--- src/sv/ptpd_pkg.sv ---
// ----------------------------------------------------------------------------
// ptpd_pkg
// Shared widths, constants, payload types and helpers for the point
// transform with perspective divide.
// ----------------------------------------------------------------------------
package ptpd_pkg;

    // Fixed formats: coordinates Q16.16, coefficients Q8.16
    localparam int CW        = 32;
    localparam int KW        = 24;
    localparam int FB        = 16;
    localparam int PW        = CW + KW;
    localparam int AW        = CW + KW + 2;
    localparam int NW        = AW + FB;
    localparam int NPAIR     = 8;
    localparam int NCOEF     = 2 * NPAIR;
    localparam int PAIR_W    = 2 * KW;
    localparam int CFG_IDX_W = 4;
    localparam int NLANE     = 3;

    // Clamp limits of the coordinate format
    localparam logic [CW-1:0] COORD_MAX = {1'b0, {(CW-1){1'b1}}};
    localparam logic [CW-1:0] COORD_MIN = {1'b1, {(CW-1){1'b0}}};

    // Reset contents of the coefficient registers: identity matrix
    localparam logic [PAIR_W-1:0] PAIR_ZERO  = {PAIR_W{1'b0}};
    localparam logic [PAIR_W-1:0] PAIR_ONE_LO =
        {{(PAIR_W-FB-1){1'b0}}, 1'b1, {FB{1'b0}}};
    localparam logic [PAIR_W-1:0] PAIR_ONE_HI = PAIR_ONE_LO << KW;
    localparam logic [NPAIR-1:0][PAIR_W-1:0] COEF_RESET = {
        PAIR_ONE_HI, PAIR_ZERO, PAIR_ONE_LO, PAIR_ZERO,
        PAIR_ZERO, PAIR_ONE_HI, PAIR_ZERO, PAIR_ONE_LO
    };

    typedef struct packed {
        logic signed [CW-1:0] point_x;
        logic signed [CW-1:0] point_y;
        logic signed [CW-1:0] point_z;
        logic                 divide;
    } t_point_in;

    typedef struct packed {
        logic signed [CW-1:0] out_x;
        logic signed [CW-1:0] out_y;
        logic signed [CW-1:0] out_z;
        logic                 w_is_zero;
        logic                 saturated;
    } t_point_out;

    typedef logic [NCOEF-1:0][KW-1:0] t_coef_mat;
    typedef logic [3:0][AW-1:0]       t_acc_vec;

    // Decisions taken before the divider, carried alongside it
    typedef struct packed {
        logic             use_div;
        logic             w_zero_flag;
        logic             undiv_sat;
        logic [NLANE-1:0] q_neg;
        logic [NLANE-1:0] ovf;
    } t_div_ctl;

    typedef struct packed {
        t_div_ctl                   ctl;
        logic [AW-1:0]              den;
        logic [NLANE-1:0][CW-1:0]   undiv;
        logic [NLANE-1:0][NW-1:0]   rem;
        logic [NLANE-1:0][CW-1:0]   quo;
    } t_div_pkt;

    // Full signed product of a coordinate and a coefficient
    function automatic logic [PW-1:0] mul_s(logic signed [CW-1:0] a,
                                            logic signed [KW-1:0] b);
        logic signed [PW-1:0] p;
        p = a * b;
        return p;
    endfunction

endpackage

--- src/sv/ptpd_div_stage.sv ---
// ----------------------------------------------------------------------------
// ptpd_div_stage
// One restoring-division step for all three lanes: settles quotient bit BIT.
// ----------------------------------------------------------------------------
module ptpd_div_stage
    import ptpd_pkg::*;
#(
    parameter int BIT = 0
)
(
    input  logic     i_clk,
    input  logic     i_rst_n,
    input  logic     i_en,
    input  logic     i_valid,
    input  t_div_pkt i_pkt,
    output logic     o_valid,
    output t_div_pkt o_pkt
);

    t_div_pkt      n_pkt;
    t_div_pkt      r_pkt;
    logic          r_v;
    logic [NW-1:0] den_ext;

    // Subtract the shifted divisor where it fits
    always_comb begin
        n_pkt   = i_pkt;
        den_ext = {{FB{1'b0}}, i_pkt.den};
        for (int l = 0; l < NLANE; l++) begin
            if ((i_pkt.rem[l] >> BIT) >= den_ext) begin
                n_pkt.rem[l]      = i_pkt.rem[l] - (den_ext << BIT);
                n_pkt.quo[l][BIT] = 1'b1;
            end
        end
    end

    always_ff @(posedge i_clk) begin
        if (!i_rst_n) begin
            r_v <= 1'b0;
        end else if (i_en) begin
            r_v <= i_valid;
        end
    end

    always_ff @(posedge i_clk) begin
        if (i_en) begin
            r_pkt <= n_pkt;
        end
    end

    assign o_valid = r_v;
    assign o_pkt   = r_pkt;

endmodule
--- config.mk ---
export PLATFORM = sky130hd
export DESIGN_NAME = ptpd_div_stage
export DESIGN_NICKNAME = d
export VERILOG_FILES = /design/src/sv/ptpd_pkg.sv /design/src/sv/ptpd_div_stage.sv
export SDC_FILE = /design/constraint.sdc
export NUM_CORES = 1
export LEC_CHECK = 0
export BUFFER_PORTS_ARGS = -buffer_cell sky130_fd_sc_hd__buf_2
export CAP_MARGIN = 40
export CORE_AREA = 8 8 372 374
export CTS_BUF_LIST = sky130_fd_sc_hd__clkbuf_16
export DETAILED_ROUTE_END_ITERATION = 8
export DIE_AREA = 0 0 380 382
export GPL_ROUTABILITY_DRIVEN = 0
export PLACE_DENSITY = 0.38
export SKIP_CTS_REPAIR_TIMING = 1
export SLEW_MARGIN = 0
export SYNTH_ARGS = -nofsm -noshare
export SYNTH_HDL_FRONTEND = slang
export SYNTH_SLANG_ARGS = --single-unit
--- constraint.sdc ---
create_clock -name i_clk -period 5.6 [get_ports i_clk]
set_input_delay 0.84 -clock i_clk [delete_from_list [all_inputs] [get_ports i_clk]]
set_output_delay 0.84 -clock i_clk [all_outputs]
set_load 0.005 [all_outputs]
==> out/results.txt <==
Mapped Area = 0.02853 mm2
Net Count, Synth = 3364
Synth area leaders = edfxtp_1, ha_1, a21oi_1
Hold Vio Cnt, Final = 0
Root buf cell = clkbuf_16
Die Footprint = 0.1452 mm2
Final WL = 156700 um
Clock share of power = 0.365
Setup TNS = 0 ns
Max_slew headroom = 0.5064
Fin Clk Skew = 0 ns
# DRC = 0
# nets final = 4315
Final period utilization = 0.8002
Row cnt = 134
Commonest register cell after synthesis = edfxtp_1
Ratio of cells with drive above 1 in the final layout = 0.3193
Critical Path Start Type = input port
Vias in the first global route = 26290
Clk buf depth = 3
Pre-CTS WS = 0.4720 ns
GRT overflow = 0
Req. time, crit path = 6.00 ns
Maximum fanout along the worst path = 36
Final-layout fill cell count = 14190
Initial DRC Count = 1621
Outcome = finished clean
HPWL after DPL = 133600 um
Hold Path Class = in -> reg
Crit Path Category = in -> reg
Post-synthesis sequential area ratio = 0.5070
Power Dens Cells = 309.3 mW/mm2
Min cycle time layout = 4.481 ns
Fmax = 223.1 MHz
Maximum vdd drop = 0.0001817 V
Worst Tran Pin Value = 0.7343 ns
Post-Syn Instances = 2702
Psw = 3.688 mW
Int Power = 7.954 mW
Largest net degree at the start of global routing = 99
Total Routing Usage GR = 0.2053
CTS tree = yes
Clock Sinks = 482
Most frequent cell after synthesis = edfxtp_1
Slew Limit Fails = 0
CTS buffer count = 66
Sequential share of power = 0.396
Router iterations before antenna repair = 5
Critical path arrival = 4.88 ns
Ys async rst share = 0
Max-cap viol count = 0
Synth top area share = 0.5063
# port buffers = 966
Final Worst Setup Slack = 1.119 ns
First-pass GRT wire length = 212600 um
Area grow syn2layout = 31.93%
Drt via density = 4.684
Hold_sp = i_pkt[337]
DR WL/cell = 28.55 um
Chip height = 382 um
Comb pwr share = 0.239
Vias = 25720
Num ports = 967
Initial Utilization = 0.2154
Dpl cell area = 0.03546 mm2
Syn Area/Cell = 10.56 um2
Routed Antenna Nets = 0
Switching share of power = 0.3168
Final instance area = 0.03764 mm2
CTS H-tree lvls = 3
Leakage = 15.51 nW
R2r startpoint = o_valid
Final setup viols = 0
Post-synth top area cell = edfxtp_1
Worst-skew pair later-pin latency = 0.63 ns
Synth Register Bits = 482
Synth Warn # = 0
Die width = 380 um
Unrepaired setup endpoints after global routing = false
Netlist cell types = 96
Core area = 0.1325 mm2
Clock-pin slew on the worst setup and hold paths = 0.06 ns
Crit path from = i_pkt[414]
Number of synthesized flops with an enable pin = 481
Commonest cells in the synthesized netlist = edfxtp_1, a21oi_1, nor2_1
Critical Path Sink Type = flop
Initial antenna violation count = 71
## area by class of cell
cell class | instances | area [um2] | share of cell area
diodes | 18 | 45.04 | 0.001197
clock buffers | 67 | 1677 | 0.04454
clock inverters | 53 | 456.7 | 0.01213
inverters | 106 | 397.9 | 0.01057
multi-input cells | 1982 | 13110 | 0.3482
flip-flops and latches | 482 | 14460 | 0.3843
well taps | 1768 | 2212 | 0.05877
repair buffers | 1015 | 5283 | 0.1403
## routing by layer
metal	vias to the layer above	wire length (um)	track usage
met5	-	255	0
met4	38	3919	0.04725
met3	221	11520	0.06759
met2	897	81120	0.3806
met1	12510	59930	0.2266
li1	12060	-	-
## power by group through the flow
stage,registers [mW],clock network [mW],logic (mW)
floorplan,4.71,0,1.26
global placement,4.69,0,2.84
detailed placement,4.69,0,2.82
CTS,4.62,4.43,2.83
global route,4.65,4.55,3.02
finish,4.61,4.25,2.78
## state kept, by name, summed over array words and instances (netlist names)
| register | count |
|---|---|
| o_valid | 1 |
| o_pkt | 481 |
## metrics by stage
step	util	instances	total power [mW]	hold WS, ns
2_1_floorplan	-	2702	5.970	0.5073
3_3_place_gp	0.2675	5348	7.529	0.5057
3_5_place_dp	0.2677	5353	7.504	0.5239
4_1_cts	0.2838	5473	11.88	0.2675
5_1_grt	0.2840	5479	12.22	0.2859
6_report	0.2842	5491	11.64	0.3512
## cell usage in the layout, fill, tap and decap left out, types with 67 or more instances in the layout
cell type | netlist | final
nor2_1 | 241 | 241
clkbuf_16 | 0 | 67
ha_1 | 174 | 174
nand2_1 | 221 | 220
a21oi_1 | 325 | 325
xor2_1 | 79 | 79
nand4_1 | 86 | 86
edfxtp_1 | 481 | 481
inv_1 | 106 | 115
o21ai_0 | 152 | 152
buf_2 | 47 | 967
a21o_1 | 73 | 73
xnor2_1 | 132 | 132
## worst paths after layout
path,to,slack (ns),cells past startpoint
hold / removal,o_pkt[337],0.35,1
setup / recovery,o_pkt[260],1.12,16
setup reg to reg,o_valid,5.01,2
hold reg to reg,o_valid,0.53,2
## critical path, cell delays in order
cell      delay (ns)
buf_2           0.18
ha_1            0.19
inv_1           0.05
fa_1            0.40
a21o_1          0.22
a221o_1         0.41
a221oi_2        0.30
a211oi_1        0.16
o21ai_1         0.47
a31oi_1         0.35
o32ai_1         0.37
nand2_4         0.25
buf_12          0.23
buf_4           0.22
nor2_1          0.09
a21oi_1         0.05
## cell families (layout without fill, tap and decap cells)
group | Yosys count | in the layout | share of synthesized area
buf+inv | 238 | 1241 | 0.03416
fa+ha+maj | 177 | 177 | 0.07841
other cells | 0 | 18 | 0
flops | 482 | 482 | 0.5070
mux | 30 | 30 | 0.01184
compound gates | 775 | 775 | 0.1692
xor+xnor | 211 | 211 | 0.06477
simple gates | 789 | 789 | 0.1346
(Power assumes the default switching activity.)
