[config.mk]
export PLATFORM = sky130hd
export DESIGN_NAME = ptpd_prep
export DESIGN_NICKNAME = d
export VERILOG_FILES = /design/src/sv/ptpd_pkg.sv /design/src/sv/ptpd_prep.sv
export SDC_FILE = /design/constraint.sdc
export NUM_CORES = 1
export LEC_CHECK = 0
export ABC_AREA = 1
export BUFFER_PORTS_ARGS = -buffer_cell sky130_fd_sc_hd__buf_2
export CAP_MARGIN = 20
export CORE_AREA = 2 2 281 283
export CTS_CLUSTER_SIZE = 30
export DETAILED_ROUTE_END_ITERATION = 10
export DIE_AREA = 0 0 283 285
export HOLD_SLACK_MARGIN = 0.12
export SETUP_SLACK_MARGIN = 0.05
export SYNTH_ARGS = -nofsm -noshare
export SYNTH_HDL_FRONTEND = slang
export SYNTH_SLANG_ARGS = --single-unit
[constraint.sdc]
create_clock -name i_clk -period 3.6 [get_ports i_clk]
set_clock_uncertainty 0.15 [all_clocks]
set_input_delay 0.72 -clock i_clk [delete_from_list [all_inputs] [get_ports i_clk]]
set_output_delay 0.72 -clock i_clk [all_outputs]
set_load 0.02 [all_outputs]
[src/sv/ptpd_pkg.sv]
// ----------------------------------------------------------------------------
// ptpd_pkg
// Shared widths, constants, payload types and helpers for the point
// transform with perspective divide.
// ----------------------------------------------------------------------------
package ptpd_pkg;

    // Fixed formats: coordinates Q16.16, coefficients Q8.16
    localparam int CW        = 32;
    localparam int KW        = 24;
    localparam int FB        = 16;
    localparam int PW        = CW + KW;
    localparam int AW        = CW + KW + 2;
    localparam int NW        = AW + FB;
    localparam int NPAIR     = 8;
    localparam int NCOEF     = 2 * NPAIR;
    localparam int PAIR_W    = 2 * KW;
    localparam int CFG_IDX_W = 4;
    localparam int NLANE     = 3;

    // Clamp limits of the coordinate format
    localparam logic [CW-1:0] COORD_MAX = {1'b0, {(CW-1){1'b1}}};
    localparam logic [CW-1:0] COORD_MIN = {1'b1, {(CW-1){1'b0}}};

    // Reset contents of the coefficient registers: identity matrix
    localparam logic [PAIR_W-1:0] PAIR_ZERO  = {PAIR_W{1'b0}};
    localparam logic [PAIR_W-1:0] PAIR_ONE_LO =
        {{(PAIR_W-FB-1){1'b0}}, 1'b1, {FB{1'b0}}};
    localparam logic [PAIR_W-1:0] PAIR_ONE_HI = PAIR_ONE_LO << KW;
    localparam logic [NPAIR-1:0][PAIR_W-1:0] COEF_RESET = {
        PAIR_ONE_HI, PAIR_ZERO, PAIR_ONE_LO, PAIR_ZERO,
        PAIR_ZERO, PAIR_ONE_HI, PAIR_ZERO, PAIR_ONE_LO
    };

    typedef struct packed {
        logic signed [CW-1:0] point_x;
        logic signed [CW-1:0] point_y;
        logic signed [CW-1:0] point_z;
        logic                 divide;
    } t_point_in;

    typedef struct packed {
        logic signed [CW-1:0] out_x;
        logic signed [CW-1:0] out_y;
        logic signed [CW-1:0] out_z;
        logic                 w_is_zero;
        logic                 saturated;
    } t_point_out;

    typedef logic [NCOEF-1:0][KW-1:0] t_coef_mat;
    typedef logic [3:0][AW-1:0]       t_acc_vec;

    // Decisions taken before the divider, carried alongside it
    typedef struct packed {
        logic             use_div;
        logic             w_zero_flag;
        logic             undiv_sat;
        logic [NLANE-1:0] q_neg;
        logic [NLANE-1:0] ovf;
    } t_div_ctl;

    typedef struct packed {
        t_div_ctl                   ctl;
        logic [AW-1:0]              den;
        logic [NLANE-1:0][CW-1:0]   undiv;
        logic [NLANE-1:0][NW-1:0]   rem;
        logic [NLANE-1:0][CW-1:0]   quo;
    } t_div_pkt;

    // Full signed product of a coordinate and a coefficient
    function automatic logic [PW-1:0] mul_s(logic signed [CW-1:0] a,
                                            logic signed [KW-1:0] b);
        logic signed [PW-1:0] p;
        p = a * b;
        return p;
    endfunction

endpackage

[src/sv/ptpd_prep.sv]
// ----------------------------------------------------------------------------
// ptpd_prep
// Takes magnitudes and signs, checks w, forms the undivided results and
// flags quotients that cannot fit before the divider starts.
// ----------------------------------------------------------------------------
module ptpd_prep
    import ptpd_pkg::*;
(
    input  logic     i_clk,
    input  logic     i_rst_n,
    input  logic     i_en,
    input  logic     i_valid,
    input  t_acc_vec i_acc,
    input  logic     i_divide,
    output logic     o_valid,
    output t_div_pkt o_pkt
);

    t_div_pkt         n_pkt;
    t_div_pkt         r_pkt;
    logic             r_v;
    logic [AW-1:0]    w;
    logic             w_zero;
    logic             w_neg;
    logic [NW-1:0]    den_ext;
    logic [AW-1:0]    a;
    logic [AW-1:0]    mag;
    logic [NLANE-1:0] lane_sat;
    logic             fits;

    always_comb begin
        w       = i_acc[3];
        w_zero  = (w == '0);
        w_neg   = w[AW-1];
        n_pkt   = '0;
        a       = '0;
        mag     = '0;
        fits    = 1'b0;
        n_pkt.den = w_neg ? (~w + AW'(1)) : w;
        den_ext = {{FB{1'b0}}, n_pkt.den};
        for (int l = 0; l < NLANE; l++) begin
            a   = i_acc[l];
            mag = a[AW-1] ? (~a + AW'(1)) : a;
            n_pkt.rem[l]       = {mag, {FB{1'b0}}};
            n_pkt.ctl.ovf[l]   = (n_pkt.rem[l] >> CW) >= den_ext;
            n_pkt.ctl.q_neg[l] = a[AW-1] ^ w_neg;
            // Undivided: drop fraction bits, clamp if the top does not fit
            fits = (&a[AW-1:FB+CW-1]) | ~(|a[AW-1:FB+CW-1]);
            lane_sat[l] = !fits;
            if (fits) begin
                n_pkt.undiv[l] = a[FB+CW-1:FB];
            end else begin
                n_pkt.undiv[l] = a[AW-1] ? COORD_MIN : COORD_MAX;
            end
        end
        n_pkt.ctl.use_div     = i_divide && !w_zero;
        n_pkt.ctl.w_zero_flag = i_divide && w_zero;
        n_pkt.ctl.undiv_sat   = |lane_sat;
    end

    always_ff @(posedge i_clk) begin
        if (!i_rst_n) begin
            r_v <= 1'b0;
        end else if (i_en) begin
            r_v <= i_valid;
        end
    end

    always_ff @(posedge i_clk) begin
        if (i_en) begin
            r_pkt <= n_pkt;
        end
    end

    assign o_valid = r_v;
    assign o_pkt   = r_pkt;

endmodule

==> qor.csv <==
metric,value,unit
crit start category,primary input,
Worst Setup EP,o_pkt[472],
final net count,4320,
die width,283,um
Yosys warning total,0,
clk_lat worst skew,0.59,ns
met1 GRT Util,32.2,%
Hold WC Path Type,in2reg,
fmax,0.292,GHz
Core Box Area,78000,sq um
HPWL Detailed,85800,um
Total Wirelength,103000,um
Non-Filler Instances,5043,
met3 Track Usage GR,4.51,%
P&R area growth vs syn,51.2,%
Critical path origin,i_acc[1],
WP buf/inv,4,
via density per instance,4.55,
"CP delay by family, top",simple AND/OR/NAND/NOR gates,
initial antenna violation count,9,
gr busiest metal,met2,
critical-path cell list,buf_4 -> nor3_4 -> nand4_1 -> nor3_2 -> buf_4 -> inv_1 -> nor2_2 -> nand3_2 -> nand3b_1 -> nand3_1 -> nand2_1 -> ha_4 -> nand2_1 -> inv_1 -> nand4_1 -> nor4_2 -> nand2_1 -> nor2_1 -> nand2_1 -> nor2_1 -> nand3_1 -> nand2_1,
met2 Use GR,40.6,%
Final Critical Period,3.43,ns
Final GP Congestion,0.946,
Seq cells post-synth,338,
Vias,22900,
R2R setup slack,2.82,ns
maximum vdd ir drop,0.307,mV
Power Total,13.2,mW
max incr delay on CP,0.33,ns
top_reg_cell synth,edfxtp_1,
"commonest non-fill, non-tap cell in the layout",buf_4,
Fin. Hold Viols,0,
Initial DRT Pass Iterations,5,
H-tree levels,2,
CTS tree,yes,
Rows,103,
clk sinks,338,
layout cells sized above 1,41.9,%
# IOs,719,
setup ws final,0.173,ns
Critical Path RT,3.89,ns
Global Route Usage Sum,24.5,%
# setup viols final,0,
starting DRC count in detailed routing,1376,
Slew HR,55.4,%
Crit Reg-Reg Endpoint,o_valid,
Clock Tree Root,clkbuf_16,
"commonest cells after routing, fill and taps aside","buf_4 (788), buf_2 (567), nand2_1 (394), edfxtp_1 (337), nor2_1 (294)",
number of flops mapped to enable cells by yosys,337,
Worst Setup End Kind,flop,
DRT antenna net count,0,
FF-to-FF Start,o_valid,
Placed Area,32100,sq um
worst-margin pin slew,0.670,ns
vias in the first global route,22100,
worst r2r path cells,2,
Worst EP arrival,3.71,ns
share of flip-flops with an asynchronous set or reset,0,%
status,"complete, no violations",
RSZ-0062 raised after global routing,true,
Final Cell Area,34500,sq um
"Cell Area, Synth",22800,sq um
Util after Layout,44.3,%
CTS buffer count,43,
global route overflow,0,
dpl cells,4930,
LEAKAGE,16.3,nW
CP max-delay cell,ha_4,
sequential-to-total area share from yosys stat,44.4,%
"CTS clk-pin slew, worst paths",0.06,ns
Initial Utilization,29.3,%
instance count on the critical path,22,
first-pass GRT wire length,145000,um
Synth Instances,2589,
Die Height,285,um
DRC viols,0,
CP max FO,4,
fin crit share,95.2,%
pwr dens,382,nW/um^2
clock buffer depth,3,
Avg WL per Cell,20.4,um
Hold Buf Count CTS,0,
distinct cell type count after synthesis,54,
Syn Area/Cell,8.82,sq um
largest net degree at the start of global routing,67,
cell mode on critical path,nand2_1,
pre-CTS setup slack,-0.791,ns
MaxCap Viol Count,0,
Setup Crit Path Kind,in2reg,
DIE AREA,80700,sq um
Final Max Tran Viols,0,
port bufs,574,
## power breakdown
| group | internal (mW) | switching, mW |
|---|---|---|
| clock network | 2.57 | 1.93 |
| registers | 4.78 | 0.133 |
| logic | 1.44 | 2.35 |
## sequential cells by signal, indices dropped and copies added, names as in the netlist
| name | cells |
|---|---|
| o_pkt | 337 |
| o_valid | 1 |
## worst register-to-register path, cell delays in order, from the launching register on
cell     delay (ns)
dfxtp_1        0.31
o21ai_0        0.16
a21oi_1        0.05
## logic make-up (layout without fill, tap and decap cells)
family          count (synthesis)  in the layout  synth area share [%]
simple gates                 1119           1119                  22.9
fa+ha+maj                     130            130                  7.12
compound gates                285            285                  6.84
buf+inv                       512           1767                  10.9
flops                         338            338                  44.4
other cells                     1            150                0.0164
xor+xnor                      204            204                  7.82
## per-stage QoR
| step | TNS, ns | hold WS (ns) |
|---|---|---|
| after detailed placement | -1.87 | 0.405 |
| after global placement | -1.91 | 0.371 |
| after floorplan | 0 | 0.456 |
| final | 0 | 0.161 |
| after CTS | 0 | 0.126 |
| after global routing | -0.00473 | 0.131 |
## Yosys cell counts (all sizes together) (4+ instances only)
cell    number  area, sq um
nand2      434         1730
nor2       363         1570
edfxtp     337        10100
inv        316         1190
xor2       186         1630
buf        167         1200
o21ai      154          797
ha         130         1630
nand3      128          686
a21oi       95          475
nand4       70          484
nor3        67          382
nor4        35          225
clkbuf      27          103
xnor2       18          158
nand3b       8         60.1
o31ai        7         52.6
or2          7         43.8
a211oi       6         45.0
o21a         6         45.0
a31oi        5         31.3
o211ai       4         30.0
## area by class of cell
cell class | count | area [sq um]
Clock inverter | 32 | 344
Tap cell | 1050 | 1310
Inverter | 318 | 1210
Clock buffer | 47 | 1110
Fill cell | 7786 | 43400
Sequential cell | 338 | 10100
Timing Repair Buffer | 1370 | 9010
Antenna cell | 6 | 15.0
Multi-Input combinational cell | 1882 | 11400
## how the worst min path moves through the flow
stage | end | slack [ns] | startpoint | cells past startpoint
finish | o_pkt[260] | 0.16 | i_acc[116] | 1
global route | o_pkt[260] | 0.13 | i_acc[116] | 1
CTS | o_pkt[260] | 0.13 | i_acc[116] | 1
detailed placement | o_valid | 0.40 | o_valid | 2
global placement | o_valid | 0.37 | o_valid | 2
floorplan | o_valid | 0.46 | o_valid | 2
## per-layer routing
metal | vias to the layer above | wire, um
li1 | 11200 | -
met1 | 10800 | 44700
met2 | 812 | 48800
met3 | 134 | 6240
met4 | 8 | 3310
met5 | - | 62
## timing repair
item,in CTS,in global routing
pin swaps,2,79
setup buffers,1,28
gates resized for setup,3,160
setup endpoints to repair,1,3
Note: power is estimated with default switching activity, not from simulation.
